### src/hdl/drsl_pkg.sv
`timescale 1ns / 1ps
// ----------------------------------------------------------------------------
// drsl_pkg: shared types and constants of the dual-rate slew limiter
// Field widths, Q2.14 limits, register indexes and the bundles between the
// top level, the axis lanes and the output merge stage.
// ----------------------------------------------------------------------------
package drsl_pkg;

  localparam int unsigned NUM_CONTROLS = 9;
  localparam int unsigned AXIS_W       = 15;
  localparam int unsigned LEVEL_W      = 16;
  localparam int unsigned CURVE_W      = 33;
  localparam int unsigned DECAY_W      = 17;
  localparam int unsigned STEP_W       = 16;
  localparam int unsigned CAM_W        = 3;
  localparam int unsigned CFG_IDX_W    = 3;

  // Q2.14 limits
  localparam logic [AXIS_W-1:0]         AXIS_ONE   = 15'd16384;
  localparam logic signed [LEVEL_W-1:0] LEVEL_ONE  = 16'sd16384;
  localparam logic signed [LEVEL_W-1:0] LEVEL_MONE = -16'sd16384;
  localparam logic [DECAY_W-1:0]        DECAY_UNIT = 17'h10000;

  localparam logic [CURVE_W-1:0] CURVE_RESET = 33'h1_0000_0100;
  localparam logic [AXIS_W-1:0]  ASTEP_RESET = 15'd256;

  // digital mask bit positions
  localparam int unsigned BIT_FWD   = 0;
  localparam int unsigned BIT_REV   = 1;
  localparam int unsigned BIT_RIGHT = 2;
  localparam int unsigned BIT_LEFT  = 3;
  localparam int unsigned BIT_DRIFT = 4;
  localparam int unsigned BIT_CAM0  = 5;

  typedef enum logic [CFG_IDX_W-1:0] {
    REG_DIG_THR_CURVE  = 3'd0,
    REG_DIG_THR_CENTER = 3'd1,
    REG_ANA_THR_STEP   = 3'd2,
    REG_DIG_STR_CURVE  = 3'd3,
    REG_DIG_STR_CENTER = 3'd4,
    REG_ANA_STR_STEP   = 3'd5
  } cfg_reg_e;

  typedef struct packed {
    logic [CURVE_W-1:0] curve;
    logic [CURVE_W-1:0] center;
    logic [AXIS_W-1:0]  astep;
  } lane_cfg_t;

  typedef struct packed {
    logic              plus;
    logic              minus;
    logic [AXIS_W-1:0] a_plus;
    logic [AXIS_W-1:0] a_minus;
    logic              rev;
  } lane_req_t;

  typedef struct packed {
    logic                      done;
    logic signed [LEVEL_W-1:0] level;
  } lane_sts_t;

  typedef struct packed {
    logic             drift_brake;
    logic [CAM_W-1:0] cam_sel;
  } side_t;

endpackage

### src/hdl/drsl_if.sv
`timescale 1ns / 1ps
// ----------------------------------------------------------------------------
// drsl_in_if / drsl_out_if: valid-ready channels of the slew limiter
// One control tick in, one throttle/steering result out.
// ----------------------------------------------------------------------------
interface drsl_in_if;
  logic                                valid;
  logic                                ready;
  logic [drsl_pkg::NUM_CONTROLS-1:0]   digital_mask;
  logic [drsl_pkg::AXIS_W-1:0]         axis_fwd;
  logic [drsl_pkg::AXIS_W-1:0]         axis_rev;
  logic [drsl_pkg::AXIS_W-1:0]         axis_right;
  logic [drsl_pkg::AXIS_W-1:0]         axis_left;
  logic [drsl_pkg::AXIS_W-1:0]         axis_drift;
  logic [drsl_pkg::AXIS_W-1:0]         axis_cam_a;
  logic [drsl_pkg::AXIS_W-1:0]         axis_cam_b;
  logic [drsl_pkg::AXIS_W-1:0]         axis_cam_c;
  logic [drsl_pkg::AXIS_W-1:0]         axis_cam_d;
  logic                                reversed;

  modport source (
    output valid, digital_mask, axis_fwd, axis_rev, axis_right, axis_left,
           axis_drift, axis_cam_a, axis_cam_b, axis_cam_c, axis_cam_d, reversed,
    input  ready
  );
  modport sink (
    input  valid, digital_mask, axis_fwd, axis_rev, axis_right, axis_left,
           axis_drift, axis_cam_a, axis_cam_b, axis_cam_c, axis_cam_d, reversed,
    output ready
  );
endinterface

interface drsl_out_if;
  logic                                valid;
  logic                                ready;
  logic signed [drsl_pkg::LEVEL_W-1:0] throttle_out;
  logic signed [drsl_pkg::LEVEL_W-1:0] steer_out;
  logic                                drift_brake;
  logic [drsl_pkg::CAM_W-1:0]          cam_sel;

  modport source (
    output valid, throttle_out, steer_out, drift_brake, cam_sel,
    input  ready
  );
  modport sink (
    input  valid, throttle_out, steer_out, drift_brake, cam_sel,
    output ready
  );
endinterface

### src/hdl/dual_rate_slew_limiter_top.sv
`timescale 1ns / 1ps
// ----------------------------------------------------------------------------
// dual_rate_slew_limiter_top: throttle and steering slew limiter
// Each control tick moves the Q2.14 throttle and steering levels toward the
// requested value along programmable decay-and-step curves.
// ----------------------------------------------------------------------------
// A tick is taken on the input channel only while no earlier tick is still in
// the lanes; throttle and steering are handled by two identical lanes that
// run at the same time. Each lane does a curve pass as a multiply step (a
// 16x17 multiply into a register) and an adjust step (step subtract and
// saturation); when a digital request points past zero and the center curve
// reaches or crosses zero, a normal-curve pass follows. The merge stage loads
// the output register once both lanes are done, unless the output side stalls,
// and the next tick can be taken in the cycle after. A finished result waits
// in the output register while the next tick is already accepted.
// Configuration writes must only be issued while no tick is in flight.
// ----------------------------------------------------------------------------
module dual_rate_slew_limiter_top (
  input  logic                              clk_i,
  input  logic                              rst_ni,
  input  logic                              cfg_we_i,
  input  logic [drsl_pkg::CFG_IDX_W-1:0]    cfg_idx_i,
  input  logic [drsl_pkg::CURVE_W-1:0]      cfg_wdata_i,
  drsl_in_if.sink                           in_chan,
  drsl_out_if.source                        out_chan
);

  // configuration registers
  logic [drsl_pkg::CURVE_W-1:0] thr_curve_q, thr_center_q, str_curve_q, str_center_q;
  logic [drsl_pkg::AXIS_W-1:0]  thr_astep_q, str_astep_q;

  always_ff @(posedge clk_i or negedge rst_ni) begin
    if (!rst_ni) begin
      thr_curve_q  <= drsl_pkg::CURVE_RESET;
      thr_center_q <= drsl_pkg::CURVE_RESET;
      thr_astep_q  <= drsl_pkg::ASTEP_RESET;
      str_curve_q  <= drsl_pkg::CURVE_RESET;
      str_center_q <= drsl_pkg::CURVE_RESET;
      str_astep_q  <= drsl_pkg::ASTEP_RESET;
    end else if (cfg_we_i) begin
      unique case (drsl_pkg::cfg_reg_e'(cfg_idx_i))
        drsl_pkg::REG_DIG_THR_CURVE:  thr_curve_q  <= cfg_wdata_i;
        drsl_pkg::REG_DIG_THR_CENTER: thr_center_q <= cfg_wdata_i;
        drsl_pkg::REG_ANA_THR_STEP:   thr_astep_q  <= cfg_wdata_i[drsl_pkg::AXIS_W-1:0];
        drsl_pkg::REG_DIG_STR_CURVE:  str_curve_q  <= cfg_wdata_i;
        drsl_pkg::REG_DIG_STR_CENTER: str_center_q <= cfg_wdata_i;
        drsl_pkg::REG_ANA_STR_STEP:   str_astep_q  <= cfg_wdata_i[drsl_pkg::AXIS_W-1:0];
        default: ; // unknown index, write dropped
      endcase
    end
  end

  drsl_pkg::lane_cfg_t thr_cfg, str_cfg;
  assign thr_cfg = '{curve: thr_curve_q, center: thr_center_q, astep: thr_astep_q};
  assign str_cfg = '{curve: str_curve_q, center: str_center_q, astep: str_astep_q};

  // input transfer
  logic busy;
  logic accept;
  logic take;

  assign in_chan.ready = !busy;
  assign accept        = in_chan.valid && !busy;

  // per-lane requests; forward/right are the plus direction
  drsl_pkg::lane_req_t thr_req, str_req;
  assign thr_req = '{plus:    in_chan.digital_mask[drsl_pkg::BIT_FWD],
                     minus:   in_chan.digital_mask[drsl_pkg::BIT_REV],
                     a_plus:  in_chan.axis_fwd,
                     a_minus: in_chan.axis_rev,
                     rev:     in_chan.reversed};
  assign str_req = '{plus:    in_chan.digital_mask[drsl_pkg::BIT_RIGHT],
                     minus:   in_chan.digital_mask[drsl_pkg::BIT_LEFT],
                     a_plus:  in_chan.axis_right,
                     a_minus: in_chan.axis_left,
                     rev:     in_chan.reversed};

  // drift brake and camera priority, captured with the tick
  logic [3:0]      cam_hit;
  drsl_pkg::side_t side;

  always_comb begin
    cam_hit[0] = in_chan.digital_mask[drsl_pkg::BIT_CAM0]     || (in_chan.axis_cam_a != '0);
    cam_hit[1] = in_chan.digital_mask[drsl_pkg::BIT_CAM0 + 1] || (in_chan.axis_cam_b != '0);
    cam_hit[2] = in_chan.digital_mask[drsl_pkg::BIT_CAM0 + 2] || (in_chan.axis_cam_c != '0);
    cam_hit[3] = in_chan.digital_mask[drsl_pkg::BIT_CAM0 + 3] || (in_chan.axis_cam_d != '0);
    side.drift_brake = in_chan.digital_mask[drsl_pkg::BIT_DRIFT]
                     || (in_chan.axis_drift != '0);
    // lowest numbered camera wins
    side.cam_sel = '0;
    for (int i = 3; i >= 0; i--) begin
      if (cam_hit[i]) begin
        side.cam_sel = drsl_pkg::CAM_W'(i + 1);
      end
    end
  end

  drsl_pkg::lane_sts_t thr_sts, str_sts;

  // throttle lane
  drsl_lane u_thr_lane (
    .clk_i   (clk_i),
    .rst_ni  (rst_ni),
    .start_i (accept),
    .take_i  (take),
    .req_i   (thr_req),
    .cfg_i   (thr_cfg),
    .sts_o   (thr_sts)
  );

  // steering lane
  drsl_lane u_str_lane (
    .clk_i   (clk_i),
    .rst_ni  (rst_ni),
    .start_i (accept),
    .take_i  (take),
    .req_i   (str_req),
    .cfg_i   (str_cfg),
    .sts_o   (str_sts)
  );

  // join both lanes into one result and hold it for the output transfer
  drsl_merge u_merge (
    .clk_i     (clk_i),
    .rst_ni    (rst_ni),
    .accept_i  (accept),
    .side_i    (side),
    .thr_sts_i (thr_sts),
    .str_sts_i (str_sts),
    .take_o    (take),
    .busy_o    (busy),
    .out_chan  (out_chan)
  );

endmodule

### src/hdl/drsl_lane.sv
`timescale 1ns / 1ps
// ----------------------------------------------------------------------------
// drsl_lane: one axis of the slew limiter
// Holds the axis level and moves it toward the wanted value with a
// multiply pass followed by an adjust pass, twice when crossing zero.
// ----------------------------------------------------------------------------
module drsl_lane (
  input  logic                  clk_i,
  input  logic                  rst_ni,
  input  logic                  start_i,
  input  logic                  take_i,
  input  drsl_pkg::lane_req_t   req_i,
  input  drsl_pkg::lane_cfg_t   cfg_i,
  output drsl_pkg::lane_sts_t   sts_o
);

  typedef enum logic [3:0] {
    L_IDLE = 4'b0001,
    L_MUL  = 4'b0010,
    L_ADJ  = 4'b0100,
    L_DONE = 4'b1000
  } lane_state_e;

  localparam int unsigned LW = drsl_pkg::LEVEL_W;
  localparam int unsigned SW = 20;

  function automatic logic [drsl_pkg::AXIS_W-1:0] sat_axis(
    input logic [drsl_pkg::AXIS_W-1:0] v);
    return (v > drsl_pkg::AXIS_ONE) ? drsl_pkg::AXIS_ONE : v;
  endfunction

  function automatic logic opposite(input logic signed [LW-1:0] a,
                                    input logic signed [LW-1:0] b);
    return ((a < 0) && (b > 0)) || ((a > 0) && (b < 0));
  endfunction

  lane_state_e state_q, state_d;

  logic signed [LW-1:0]                level_q;
  logic                                was_analog_q;
  logic                                cross_q;
  logic signed [LW-1:0]                op_level_q;
  logic signed [LW-1:0]                wanted_q;
  logic [drsl_pkg::DECAY_W-1:0]        decay_q;
  logic [drsl_pkg::STEP_W-1:0]         step_q;
  logic                                pos_q;
  logic [drsl_pkg::CURVE_W-1:0]        product_q;

  // setup of the first pass
  logic                                dig, ana;
  logic signed [LW-1:0]                want_dig, want_ana, set_wanted;
  logic signed [LW:0]                  ana_diff;
  logic [drsl_pkg::CURVE_W-1:0]        set_word;
  logic                                set_unit, set_cross, set_was;
  logic [drsl_pkg::DECAY_W-1:0]        set_decay;
  logic [drsl_pkg::STEP_W-1:0]         set_step;

  always_comb begin
    dig      = req_i.plus ^ req_i.minus;
    ana      = (req_i.a_plus != '0) || (req_i.a_minus != '0);
    want_dig = (req_i.plus ^ req_i.rev) ? drsl_pkg::LEVEL_ONE : drsl_pkg::LEVEL_MONE;
    ana_diff = $signed({2'b00, sat_axis(req_i.a_plus)})
             - $signed({2'b00, sat_axis(req_i.a_minus)});
    if (req_i.rev) begin
      ana_diff = -ana_diff;
    end
    want_ana = ana_diff[LW-1:0];

    set_cross = 1'b0;
    set_unit  = 1'b0;
    set_was   = was_analog_q;
    set_word  = cfg_i.center;
    if (dig) begin
      set_wanted = want_dig;
      set_was    = 1'b0;
      set_cross  = opposite(level_q, want_dig);
      set_word   = set_cross ? cfg_i.center : cfg_i.curve;
    end else if (ana) begin
      set_wanted = want_ana;
      set_was    = 1'b1;
      set_unit   = 1'b1;
    end else begin
      set_wanted = '0;
      set_unit   = was_analog_q;
    end

    if (set_unit) begin
      set_decay = drsl_pkg::DECAY_UNIT;
      set_step  = {1'b0, cfg_i.astep};
    end else begin
      set_decay = set_word[drsl_pkg::CURVE_W-1:drsl_pkg::STEP_W];
      set_step  = set_word[drsl_pkg::STEP_W-1:0];
    end
  end

  // multiply pass: |level - wanted| * decay
  logic signed [LW:0]           delta;
  logic                         dist_pos;
  logic [LW:0]                  dist_abs;
  logic [drsl_pkg::CURVE_W-1:0] product_d;

  always_comb begin
    delta     = {op_level_q[LW-1], op_level_q} - {wanted_q[LW-1], wanted_q};
    dist_pos  = (delta > 0);
    dist_abs  = dist_pos ? delta : -delta;
    product_d = drsl_pkg::CURVE_W'(dist_abs[LW-1:0]) * drsl_pkg::CURVE_W'(decay_q);
  end

  // adjust pass: subtract the step, no overshoot, saturate
  logic [drsl_pkg::DECAY_W-1:0] scaled, rem;
  logic                         over;
  logic signed [SW-1:0]         wanted_w, rem_w, sum_w;
  logic signed [LW-1:0]         res;
  logic                         second;

  always_comb begin
    scaled   = product_q[drsl_pkg::CURVE_W-1:drsl_pkg::STEP_W];
    over     = scaled > {1'b0, step_q};
    rem      = scaled - {1'b0, step_q};
    wanted_w = SW'(wanted_q);
    rem_w    = $signed(SW'(rem));
    sum_w    = pos_q ? (wanted_w + rem_w) : (wanted_w - rem_w);
    if (!over) begin
      res = wanted_q;
    end else if (sum_w > SW'(drsl_pkg::LEVEL_ONE)) begin
      res = drsl_pkg::LEVEL_ONE;
    end else if (sum_w < SW'(drsl_pkg::LEVEL_MONE)) begin
      res = drsl_pkg::LEVEL_MONE;
    end else begin
      res = sum_w[LW-1:0];
    end
    // crossed or reached zero on the center curve: go on with the normal curve
    second = cross_q && !opposite(res, wanted_q);
  end

  always_comb begin
    state_d = state_q;
    unique case (state_q)
      L_IDLE: if (start_i) state_d = L_MUL;
      L_MUL:  state_d = L_ADJ;
      L_ADJ:  state_d = second ? L_MUL : L_DONE;
      L_DONE: if (take_i) state_d = L_IDLE;
      default: state_d = L_IDLE;
    endcase
  end

  always_ff @(posedge clk_i or negedge rst_ni) begin
    if (!rst_ni) begin
      state_q      <= L_IDLE;
      level_q      <= '0;
      was_analog_q <= 1'b0;
      cross_q      <= 1'b0;
    end else begin
      state_q <= state_d;
      if (state_q == L_IDLE && start_i) begin
        was_analog_q <= set_was;
        cross_q      <= set_cross;
      end
      if (state_q == L_ADJ) begin
        if (second) begin
          cross_q <= 1'b0;
        end else begin
          level_q <= res;
        end
      end
    end
  end

  always_ff @(posedge clk_i) begin
    if (state_q == L_IDLE && start_i) begin
      op_level_q <= level_q;
      wanted_q   <= set_wanted;
      decay_q    <= set_decay;
      step_q     <= set_step;
    end
    if (state_q == L_MUL) begin
      product_q <= product_d;
      pos_q     <= dist_pos;
    end
    if (state_q == L_ADJ && second) begin
      op_level_q <= '0;
      decay_q    <= cfg_i.curve[drsl_pkg::CURVE_W-1:drsl_pkg::STEP_W];
      step_q     <= cfg_i.curve[drsl_pkg::STEP_W-1:0];
    end
  end

  assign sts_o.done  = (state_q == L_DONE);
  assign sts_o.level = level_q;

endmodule

### src/hdl/drsl_merge.sv
`timescale 1ns / 1ps
// ----------------------------------------------------------------------------
// drsl_merge: result merge and output register
// Waits for both lanes, joins their levels with the drift and camera flags
// and holds the result until the output transfer.
// ----------------------------------------------------------------------------
module drsl_merge (
  input  logic                 clk_i,
  input  logic                 rst_ni,
  input  logic                 accept_i,
  input  drsl_pkg::side_t      side_i,
  input  drsl_pkg::lane_sts_t  thr_sts_i,
  input  drsl_pkg::lane_sts_t  str_sts_i,
  output logic                 take_o,
  output logic                 busy_o,
  drsl_out_if.source           out_chan
);

  logic            busy_q;
  logic            out_valid_q;
  drsl_pkg::side_t side_q;

  assign take_o = busy_q && thr_sts_i.done && str_sts_i.done
                && (!out_valid_q || out_chan.ready);

  always_ff @(posedge clk_i or negedge rst_ni) begin
    if (!rst_ni) begin
      busy_q      <= 1'b0;
      out_valid_q <= 1'b0;
    end else begin
      if (accept_i) begin
        busy_q <= 1'b1;
      end else if (take_o) begin
        busy_q <= 1'b0;
      end
      if (take_o) begin
        out_valid_q <= 1'b1;
      end else if (out_chan.ready) begin
        out_valid_q <= 1'b0;
      end
    end
  end

  always_ff @(posedge clk_i) begin
    if (accept_i) begin
      side_q <= side_i;
    end
    if (take_o) begin
      out_chan.throttle_out <= thr_sts_i.level;
      out_chan.steer_out    <= str_sts_i.level;
      out_chan.drift_brake  <= side_q.drift_brake;
      out_chan.cam_sel      <= side_q.cam_sel;
    end
  end

  assign out_chan.valid = out_valid_q;
  assign busy_o         = busy_q;

endmodule

### src/flat_wrapper.sv
// flat-port wrapper written by rule: the top's interface ports become plain ports
module dual_rate_slew_limiter_top_flat 
  (clk_i, rst_ni, cfg_we_i, cfg_idx_i, cfg_wdata_i, in_chan_valid, in_chan_digital_mask, in_chan_axis_fwd, in_chan_axis_rev, in_chan_axis_right, in_chan_axis_left, in_chan_axis_drift, in_chan_axis_cam_a, in_chan_axis_cam_b, in_chan_axis_cam_c, in_chan_axis_cam_d, in_chan_reversed, in_chan_ready, out_chan_valid, out_chan_throttle_out, out_chan_steer_out, out_chan_drift_brake, out_chan_cam_sel, out_chan_ready);
  drsl_in_if in_chan_i ();
  drsl_out_if out_chan_i ();
  input  logic clk_i;
  input  logic rst_ni;
  input  logic cfg_we_i;
  input  logic [drsl_pkg::CFG_IDX_W-1:0] cfg_idx_i;
  input  logic [drsl_pkg::CURVE_W-1:0] cfg_wdata_i;
  input wire logic [$bits(in_chan_i.valid)-1:0] in_chan_valid;
  input wire logic [$bits(in_chan_i.digital_mask)-1:0] in_chan_digital_mask;
  input wire logic [$bits(in_chan_i.axis_fwd)-1:0] in_chan_axis_fwd;
  input wire logic [$bits(in_chan_i.axis_rev)-1:0] in_chan_axis_rev;
  input wire logic [$bits(in_chan_i.axis_right)-1:0] in_chan_axis_right;
  input wire logic [$bits(in_chan_i.axis_left)-1:0] in_chan_axis_left;
  input wire logic [$bits(in_chan_i.axis_drift)-1:0] in_chan_axis_drift;
  input wire logic [$bits(in_chan_i.axis_cam_a)-1:0] in_chan_axis_cam_a;
  input wire logic [$bits(in_chan_i.axis_cam_b)-1:0] in_chan_axis_cam_b;
  input wire logic [$bits(in_chan_i.axis_cam_c)-1:0] in_chan_axis_cam_c;
  input wire logic [$bits(in_chan_i.axis_cam_d)-1:0] in_chan_axis_cam_d;
  input wire logic [$bits(in_chan_i.reversed)-1:0] in_chan_reversed;
  output wire logic [$bits(in_chan_i.ready)-1:0] in_chan_ready;
  output wire logic [$bits(out_chan_i.valid)-1:0] out_chan_valid;
  output wire logic [$bits(out_chan_i.throttle_out)-1:0] out_chan_throttle_out;
  output wire logic [$bits(out_chan_i.steer_out)-1:0] out_chan_steer_out;
  output wire logic [$bits(out_chan_i.drift_brake)-1:0] out_chan_drift_brake;
  output wire logic [$bits(out_chan_i.cam_sel)-1:0] out_chan_cam_sel;
  input wire logic [$bits(out_chan_i.ready)-1:0] out_chan_ready;
  assign in_chan_i.valid = in_chan_valid;
  assign in_chan_i.digital_mask = in_chan_digital_mask;
  assign in_chan_i.axis_fwd = in_chan_axis_fwd;
  assign in_chan_i.axis_rev = in_chan_axis_rev;
  assign in_chan_i.axis_right = in_chan_axis_right;
  assign in_chan_i.axis_left = in_chan_axis_left;
  assign in_chan_i.axis_drift = in_chan_axis_drift;
  assign in_chan_i.axis_cam_a = in_chan_axis_cam_a;
  assign in_chan_i.axis_cam_b = in_chan_axis_cam_b;
  assign in_chan_i.axis_cam_c = in_chan_axis_cam_c;
  assign in_chan_i.axis_cam_d = in_chan_axis_cam_d;
  assign in_chan_i.reversed = in_chan_reversed;
  assign in_chan_ready = in_chan_i.ready;
  assign out_chan_valid = out_chan_i.valid;
  assign out_chan_throttle_out = out_chan_i.throttle_out;
  assign out_chan_steer_out = out_chan_i.steer_out;
  assign out_chan_drift_brake = out_chan_i.drift_brake;
  assign out_chan_cam_sel = out_chan_i.cam_sel;
  assign out_chan_i.ready = out_chan_ready;
  dual_rate_slew_limiter_top u_core (.clk_i(clk_i), .rst_ni(rst_ni), .cfg_we_i(cfg_we_i), .cfg_idx_i(cfg_idx_i), .cfg_wdata_i(cfg_wdata_i), .in_chan(in_chan_i), .out_chan(out_chan_i));
endmodule
### config.mk
export PLATFORM = sky130hd
export DESIGN_NAME = dual_rate_slew_limiter_top_flat
export DESIGN_NICKNAME = d
export VERILOG_FILES = /design/src/hdl/drsl_pkg.sv /design/src/hdl/drsl_if.sv /design/src/hdl/dual_rate_slew_limiter_top.sv /design/src/hdl/drsl_lane.sv /design/src/hdl/drsl_merge.sv /design/src/flat_wrapper.sv
export SDC_FILE = /design/constraint.sdc
export NUM_CORES = 2
export LEC_CHECK = 0
export BUFFER_PORTS_ARGS = -buffer_cell sky130_fd_sc_hd__buf_2
export CAP_MARGIN = 30
export CORE_UTILIZATION = 39
export CTS_CLUSTER_SIZE = 12
export DETAILED_ROUTE_END_ITERATION = 8
export PLACE_DENSITY = 0.62
export SYNTH_ARGS = -nofsm -noshare
export SYNTH_HDL_FRONTEND = slang
export SYNTH_HIERARCHICAL = 1
export SYNTH_SLANG_ARGS = --single-unit
### constraint.sdc
create_clock -name clk_i -period 13.75 [get_ports clk_i]
set_input_delay 2.75 -clock clk_i [delete_from_list [all_inputs] [get_ports clk_i]]
set_output_delay 2.75 -clock clk_i [all_outputs]
set_load 0.005 [all_outputs]
==> run metrics <==
Setup Buffers After CTS=0; CTS Buffer Depth=3; first-pass GRT wire length=179500 um; Seq/Total Area, Yosys=0.2560; drt total wl=108500 um; Die Ht=335.2 um; Core Region=0.1095 sq mm; cell count of the worst reg-to-reg path=35; I/O Pins=224; EDFF count, synth=174; Syn Nets=5447; TNS Setup=0 ns; clock latency on the worst-skew pair=0.61 ns; total CTS buffers=47; nets=5612; Final Hold Fails=0; count of final setup violators=0; Setup crit end kind=register; Pre-antenna DRT Iters=5; Initial Utilization=0.3957; IO buf count=223; GRT Residual Overflow=0; synthesized netlist cell count=4497; Worst path max stage delay=0.87 ns; antenna violations before repair=16; via count=32577; status=finished clean; largest net degree at the start of global routing=73; Mean Syn Cell Area=9.631 sq um; measured slew at the worst slew-check pin=1.021 ns; Synth Flop Type=dfrtp_1; worst setup margin=2.557 ns; Rel. slew slack=0.3185; Most Frequent Cell on Critical Path=fa_1; CP startpoint=u_core/u_thr_lane/wanted_q[0]; pre-CTS setup slack=2.549 ns; skew final=0.02294 ns; H-tree Lvls=2; maxcap violations=0; Post-Syn Area=0.04331 sq mm; Ys Warns=6; async set or reset register ratio after synthesis=0.5024; Tcrit/Tclk final=0.8141; hpwl dp=83810 um; CTS resizes=0; CTS Root Cell=clkbuf_16; f_max=89.34 MHz; Die Span X=335.2 um; synth unique cells=112; CP Data Arrival Time=11.54 ns; vias in the first global route=33477; Area growth syn-to-layout=10.26%; worst-path fanout max=17; row count=121; reg2reg start=u_core/u_thr_lane/wanted_q[0]; CTS sink count=414; Critical Path RT=14.10 ns; drt drc=0; element type at the critical path start=register; DR WL/cell=17.56 um; Hold WC Path Type=reg -> reg; RSZ-0062 raised after global routing=no; Antenna Violating Nets Remaining=0; post-route insts no fill=6180; layout cell share with drive strength beyond 1=0.1281; worst r2r dst=u_core/u_thr_lane/product_q[32]; gpl congestion=0.8944; number of cells after detailed placement=6088; hold path depth=0; die area=0.1124 sq mm; Clock transition at path regs=0.06 ns; min cycle time layout=11.19 ns; Hold-fix buffers, CTS=0; Detailed Route Iter0 Violations=1801; CTS tree=done; crit path to=u_core/u_thr_lane/product_q[32]; Seq cells post-synth=414; max-slew violations=0; Worst Setup Path Type=reg -> reg; Avg Vias per Cell=5.271; gr usage total=0.1971; Crit-path slowest cell=a2111oi_1; reg-to-reg slack, setup=2.56 ns
[per-layer routing]
metal  GRT usage  routed length, um  up-vias  part of all wire
met3     0.02749               6254      105             0.058
met2      0.3218              49850      915              0.46
li1            -                  -    15504                 -
met5           0                 85        -           0.00078
met1      0.2803              50900    16039              0.47
met4     0.03294               1443       14             0.013
[worst min path at each step]
| stage | to | slack (ns) | from |
|---|---|---|---|
| 6_report | u_core/u_merge/out_chan.cam_sel[0] | 0.43 | u_core/u_merge/side_q[0] |
| 2_1_floorplan | u_core/u_merge/out_chan.cam_sel[0] | 0.40 | u_core/u_merge/side_q[0] |
| 3_5_place_dp | u_core/u_merge/out_chan.cam_sel[0] | 0.41 | u_core/u_merge/side_q[0] |
| 5_1_grt | u_core/u_merge/out_chan.cam_sel[0] | 0.43 | u_core/u_merge/side_q[0] |
| 3_3_place_gp | u_core/u_merge/out_chan.cam_sel[1] | 0.40 | u_core/u_merge/side_q[1] |
| 4_1_cts | u_core/u_merge/out_chan.cam_sel[0] | 0.42 | u_core/u_merge/side_q[0] |
[sequential cells by signal (all words and copies together), names as in the netlist, 17 cells and up]
name / flops
u_core/str_center_q: 33
u_core/thr_curve_q: 33
u_core/u_thr_lane/decay_q: 17
u_core/u_str_lane/product_q: 17
u_core/u_str_lane/decay_q: 17
u_core/thr_center_q: 33
u_core/u_thr_lane/product_q: 17
u_core/str_curve_q: 33
[metrics by stage]
stage               area, sq um  hold slack, ns    util
floorplan                 43310          0.4003       -
global placement          46020          0.4042  0.4204
detailed placement        46150          0.4083  0.4217
CTS                       47720          0.4235  0.4360
global route              47750          0.4276  0.4362
finish                    47760          0.4250  0.4363
[layout by cell type, fill, tap and decap left out, drive strengths merged, types with 54 or more instances in the layout]
| master | Yosys | routed |
|---|---|---|
| a21oi | 198 | 198 |
| edfxtp | 174 | 174 |
| clkbuf | 112 | 69 |
| o21ai | 91 | 91 |
| inv | 643 | 646 |
| nor2 | 176 | 176 |
| buf | 48 | 275 |
| nor3 | 60 | 60 |
| dfrtp | 196 | 196 |
| nand3 | 71 | 71 |
| fa | 422 | 422 |
| ha | 342 | 342 |
| mux2 | 182 | 182 |
| and2 | 191 | 191 |
| a21o | 56 | 56 |
| xnor2 | 112 | 112 |
| nor2b | 138 | 138 |
| nand2 | 472 | 472 |
| o22ai | 54 | 54 |
| nand2b | 60 | 60 |
| xor2 | 104 | 104 |
[synthesized netlist by cell type (14+ instances only)]
library cell | count | area share
nand4_1 | 28 | 0.0040
nor4_1 | 51 | 0.0074
o2bb2ai_1 | 20 | 0.0040
ha_1 | 342 | 0.099
mux2_1 | 18 | 0.0047
a211oi_1 | 28 | 0.0049
fa_1 | 422 | 0.20
xor2_1 | 104 | 0.021
nor2_1 | 176 | 0.015
edfxtp_1 | 174 | 0.12
a2bb2oi_1 | 17 | 0.0034
buf_6 | 14 | 0.0036
o31ai_1 | 14 | 0.0024
buf_2 | 27 | 0.0031
and3_1 | 16 | 0.0023
and2_1 | 190 | 0.027
o22ai_1 | 54 | 0.0078
o211ai_1 | 23 | 0.0040
clkbuf_1 | 112 | 0.0097
or3_1 | 28 | 0.0040
dfrtp_1 | 196 | 0.11
a22o_1 | 14 | 0.0028
xnor2_1 | 110 | 0.022
nand3b_1 | 15 | 0.0026
a22oi_1 | 18 | 0.0031
mux2_4 | 39 | 0.014
mux2_2 | 125 | 0.033
nand2_1 | 472 | 0.041
nor3_1 | 59 | 0.0068
a21o_1 | 56 | 0.0097
a31oi_1 | 22 | 0.0032
nand3_1 | 70 | 0.0081
a221oi_1 | 14 | 0.0028
a21oi_1 | 195 | 0.023
nor2b_1 | 138 | 0.020
dfxtp_1 | 32 | 0.015
inv_1 | 643 | 0.056
nand2b_1 | 59 | 0.0085
o21ai_0 | 82 | 0.0095
o21a_1 | 32 | 0.0055
[worst max-delay path, delay by kind of cell, from the launching register on]
kind | cells | cell delay, ns
simple gates | 8 | 1.75
compound gates | 11 | 3.49
buf+inv | 5 | 0.38
fa+ha+maj | 9 | 3.92
xor+xnor | 2 | 0.90
flops | 1 | 0.48
[kinds of logic after synthesis]
logic type,Yosys count,share of synthesized area
mux,192,0.05310
simple gates,1379,0.1633
buf+inv,805,0.07323
compound gates,727,0.1165
fa+ha+maj,764,0.2939
xor+xnor,216,0.04403
flops,414,0.2560
[area by class of cell]
cell class	count	area (sq um)
inverters	645	2421
repair buffers	276	1629
diodes	3	7.507
clock buffers	68	1336
multi-input cells	3278	29200
fillers	10494	61700
well taps	1476	1847
clock inverters	20	230.2
flip-flops and latches	414	11090
Power is not shown: default switching activity piles up to over one toggle a cycle in this logic, so the estimate is an artifact.
